[config.mk]
export PLATFORM = sky130hd
export DESIGN_NAME = bda_button
export DESIGN_NICKNAME = d
export VERILOG_FILES = /design/src/rtl/bda_pkg.sv /design/src/rtl/bda_button.sv
export SDC_FILE = /design/constraint.sdc
export NUM_CORES = 1
export LEC_CHECK = 0
export BUFFER_PORTS_ARGS = -buffer_cell sky130_fd_sc_hd__buf_2
export CAP_MARGIN = 10
export CORE_ASPECT_RATIO = 0.7
export CORE_MARGIN = 4
export CORE_UTILIZATION = 30
export DETAILED_ROUTE_END_ITERATION = 6
export PLACE_DENSITY_LB_ADDON = 0.3
export SYNTH_ARGS = -nofsm -noshare
export SYNTH_HDL_FRONTEND = slang
export SYNTH_SLANG_ARGS = --single-unit
[constraint.sdc]
create_clock -name i_clk -period 5.9 [get_ports i_clk]
set_clock_uncertainty 0.1 [all_clocks]
set_input_delay 0.885 -clock i_clk [delete_from_list [all_inputs] [get_ports i_clk]]
set_output_delay 0.885 -clock i_clk [all_outputs]
set_load 0.05 [all_outputs]
[src/rtl/bda_pkg.sv]
package bda_pkg;

    localparam int NUM_BUTTONS = 4;
    localparam int TIME_BITS   = 32;
    localparam int NOW_BITS    = 32;
    localparam int IVL_BITS    = 16;
    localparam int CFG_IDX_BITS  = 2;
    localparam int CFG_DATA_BITS = 16;

    typedef logic [CFG_IDX_BITS-1:0] t_cfg_idx;

    // register indexes on the config channel
    localparam t_cfg_idx CFG_SETTLE_IVL = t_cfg_idx'(0);
    localparam t_cfg_idx CFG_REPEAT_IVL = t_cfg_idx'(1);
    localparam t_cfg_idx CFG_REPEAT_EN  = t_cfg_idx'(2);

    localparam logic [IVL_BITS-1:0] SETTLE_RST = IVL_BITS'(50);
    localparam logic [IVL_BITS-1:0] REPEAT_RST = IVL_BITS'(250);

    typedef struct packed {
        logic [IVL_BITS-1:0] settle_ivl;
        logic [IVL_BITS-1:0] repeat_ivl;
    } t_timing;

    typedef struct packed {
        logic evt;
        logic level;
    } t_btn_evt;

endpackage

[src/rtl/bda_button.sv]
module bda_button
    import bda_pkg::*;
(
    input  logic                 i_clk,
    input  logic                 i_rst_n,
    input  logic                 i_en,
    input  logic                 i_pressed,
    input  logic [TIME_BITS-1:0] i_now,
    input  t_timing              i_timing,
    input  logic                 i_rpt_en,
    output t_btn_evt             o_evt
);

    logic                 r_last, n_last;
    logic                 r_unst, n_unst;
    logic                 r_lvl,  n_lvl;
    logic [TIME_BITS-1:0] r_mark, n_mark;
    logic [TIME_BITS-1:0] s_elapsed;
    logic                 s_settled, s_rpt_due, s_evt;

    // wraps modulo 2^TIME_BITS
    assign s_elapsed = i_now - r_mark;
    assign s_settled = s_elapsed > TIME_BITS'(i_timing.settle_ivl);
    assign s_rpt_due = s_elapsed > TIME_BITS'(i_timing.repeat_ivl);

    always_comb begin
        n_last = r_last;
        n_unst = r_unst;
        n_lvl  = r_lvl;
        n_mark = r_mark;
        s_evt  = 1'b0;
        if (r_last != i_pressed) begin
            n_last = i_pressed;
            n_mark = i_now;
            n_unst = 1'b1;
        end else if (r_unst) begin
            if (s_settled) begin
                n_unst = 1'b0;
                n_mark = i_now;
                if (r_lvl != i_pressed) begin
                    n_lvl = i_pressed;
                    s_evt = 1'b1;
                end
            end
        end else if (r_lvl && i_rpt_en) begin
            if (s_rpt_due) begin
                n_mark = i_now;
                s_evt  = 1'b1;
            end
        end
    end

    assign o_evt.evt   = s_evt;
    assign o_evt.level = n_lvl;

    always_ff @(posedge i_clk) begin
        if (!i_rst_n) begin
            r_last <= 1'b0;
            r_unst <= 1'b0;
            r_lvl  <= 1'b0;
            r_mark <= '0;
        end else if (i_en) begin
            r_last <= n_last;
            r_unst <= n_unst;
            r_lvl  <= n_lvl;
            r_mark <= n_mark;
        end
    end

endmodule

==> impl_metrics.ini <==
[timing]
slew_violations = 0
hold_viol_final = 0
tightest_slew_ns = 1.11
setup_viol = 0
hold-worst-slack_ns = 0.355
timing.final.crit_share = 0.959
max_slew_margin = 0.261
timing.final.crit_period_ns = 5.66
fmax_mhz = 177

[global_route]
grt_antenna_before_repair = 0
grt_pass1_vias = 3973
grt_max_degree = 68
overflow = 0
grt_first_pass_wirelength_um = 19900
grtUsageTotal = 0.136

[synthesis]
yosysMostFrequentCell = nand2_1
postSynth.asyncResetShare = 0
yosysTopAreaCell = ha_1
ys_seq_area_frac = 0.151
synthCells = 610
synth_top_flop_cell = dfxtp_1
synth_common_cells = nand2_1 (99), inv_1 (72), ha_1 (63)
yosys_warnings = 0
synthTopCellsByArea = ha_1 (17%), dfxtp_1 (15%), nand2_1 (8.0%), mux2i_1 (7.7%), inv_1 (5.8%)
yosysTopAreaCellShare = 0.169
synth_cell_types = 77
syn_avg_cell_area_um2 = 7.63
syn_area_um2 = 4650
synth-seq-cells = 35
synth_edf_count = 0
syn-num-nets = 743

[power]
peakVddDrop_mv = 0.0976
p_per_area_nw_per_um2 = 209
cellLeakagePower_nw = 2.29

[clock_network]
cts.clk_slew.worst_paths_ns = 0.06
clk_latency_ns = 0.28
clock_path_buffers = 2
clockRootBuffer = clkbuf_16
numCtsBuffers = 5
cts_tree = built
clock-sinks = 35
htreeDepth = 2

[run]
drv_cap = 0

[detailed_routing]
antenna_left = 0
drcViolationCount = 0
routed_wl_um = 12000
routedWlPerCell_um = 13.9
vias = 4241
drtIter0Drc = 275
drtPass1Iterations = 5
vias_per_cell = 4.93

[final_layout]
antenna_cells = 0
nFillCells = 1609
multi_input_area_um2 = 3460
area_growth_pct = 12.7
drive_gt1_frac = 0.173
regArea_um2 = 701
num-nets-final = 797
layout.cells.non_filler = 860
fin_util = 0.351

[floorplan]
die_y_um = 112
rows = 37
die_x_um = 157
start_util = 0.311
die_area_um2 = 17600
coreArea_um2 = 15000
io_pins = 71

[worst_hold_path]
min_path_type = reg -> reg

[setup_path]
crit_path_start_kind = primary input
worstPathRequired_ns = 4.91
arrival_ns = 4.67
cp_max_fo = 6
setup.worst_path.end_class = output port
path_class = in -> out

[run_status]
run_status = complete, no violations

[placement]
place.gp.congestion = 0.893
dp.cells = 851
dp_hpwl_um = 9920
numPortBuffers = 70
-- final timing paths --
check | startpoint | to | slack (ns) | depth (start not counted)
worst min-delay path | r_mark[23] | r_mark[23] | 0.36 | 2
worst max register to register | r_mark[5] | r_mark[8] | 1.29 | 19
worst min register to register | r_mark[23] | r_mark[23] | 0.36 | 2
worst max-delay path | i_now[5] | o_evt[1] | 0.24 | 18
-- metal layers --
metal  part of all wire  track usage  routed length, µm
met5                  0            0                  0
met1               0.57        0.229               6870
met4             0.0018       0.0104                 22
met2               0.37        0.177               4400
met3              0.055       0.0312                652
-- worst max-delay path, cell delays in order --
cell and delay (ns):
buf_2 0.11, ha_1 0.41, nand2_2 0.13, a211o_1 0.33, a31oi_2 0.27, o21ai_4 0.12
nor2b_1 0.16, xnor2_1 0.17, ha_1 0.32, nand4_1 0.15, nor2_2 0.16, nand2_1 0.08
o32ai_1 0.35, and4_4 0.32, nand2b_1 0.20, o21ai_1 0.08, a22o_1 0.20, clkbuf_4 0.21
-- logic make-up (layout without fill, tap and decap cells) --
group,after synthesis,count (layout),share of synthesized area
adders and majority gates,64,64,0.174
xor gates and xnor gates,21,21,0.0412
DFF,35,35,0.151
and+or+nand+nor,204,204,0.217
buffers and inverters,101,156,0.118
AOI/OAI and AO/OA,147,147,0.217
muxes,38,38,0.0823
-- sequential cells by signal, summed over array words and instances (netlist names) --
signal / flops
r_unst: 1
r_lvl: 1
r_mark: 32
r_last: 1
-- final cells by class --
class | instances | area share
Timing Repair Buffer | 76 | 0.0788
Tap cell | 195 | 0.0465
Sequential cell | 35 | 0.134
Multi-Input combinational cell | 474 | 0.660
Inverter | 72 | 0.0516
Clock buffer | 8 | 0.0298
-- per-stage QoR --
step                      setup TNS [ns]  setup WS, ns  power [W]  instance area [µm²]
final                                  0         0.240    0.00109                 5240
after CTS                              0         0.159    0.00109                 5170
after detailed placement               0         0.179   0.000801                 5020
after floorplan                        0         0.769   0.000689                 4650
after global placement                 0         0.235   0.000803                 5020
after global routing              -0.131       -0.0776    0.00119                 5240
-- power by group --
group	internal (W)	switching, W	total [W]
Combinational	0.000224	0.000324	0.000547
Sequential	0.000254	0.00000949	0.000264
Clock	0.000180	0.000103	0.000283
Total	0.000658	0.000436	0.00109
-- what timing repair did --
| item | CTS | global route |
|---|---|---|
| hold buffers | 0 | 0 |
| setup buffers | 0 | 1 |
| gates resized for setup | 0 | 17 |
| endpoints found under the hold margin | 0 | 0 |
| setup endpoints to repair | 0 | 2 |
-- cell usage in the layout, fill, tap and decap left out, types with 3 or more instances in the layout --
cell type  count
clkbuf_16      5
dfxtp_1       35
nand2_1       98
nand3_1        9
xnor2_1       13
a211oi_2       3
nor3_1         6
o31ai_1        3
a211oi_1       4
a211o_1        3
nand2b_1       6
nand4_1       19
o211ai_1       4
a21oi_1       46
o21a_1        11
nor2_1        33
nor2b_1        9
ha_2           3
o32ai_1        3
buf_2         68
o221ai_1       3
xor2_1         7
buf_4          6
o21ai_1        8
ha_1          60
a21o_1        10
inv_1         72
mux2i_1       36
o21ai_0       21
Note: power is estimated with default switching activity, not from simulation.
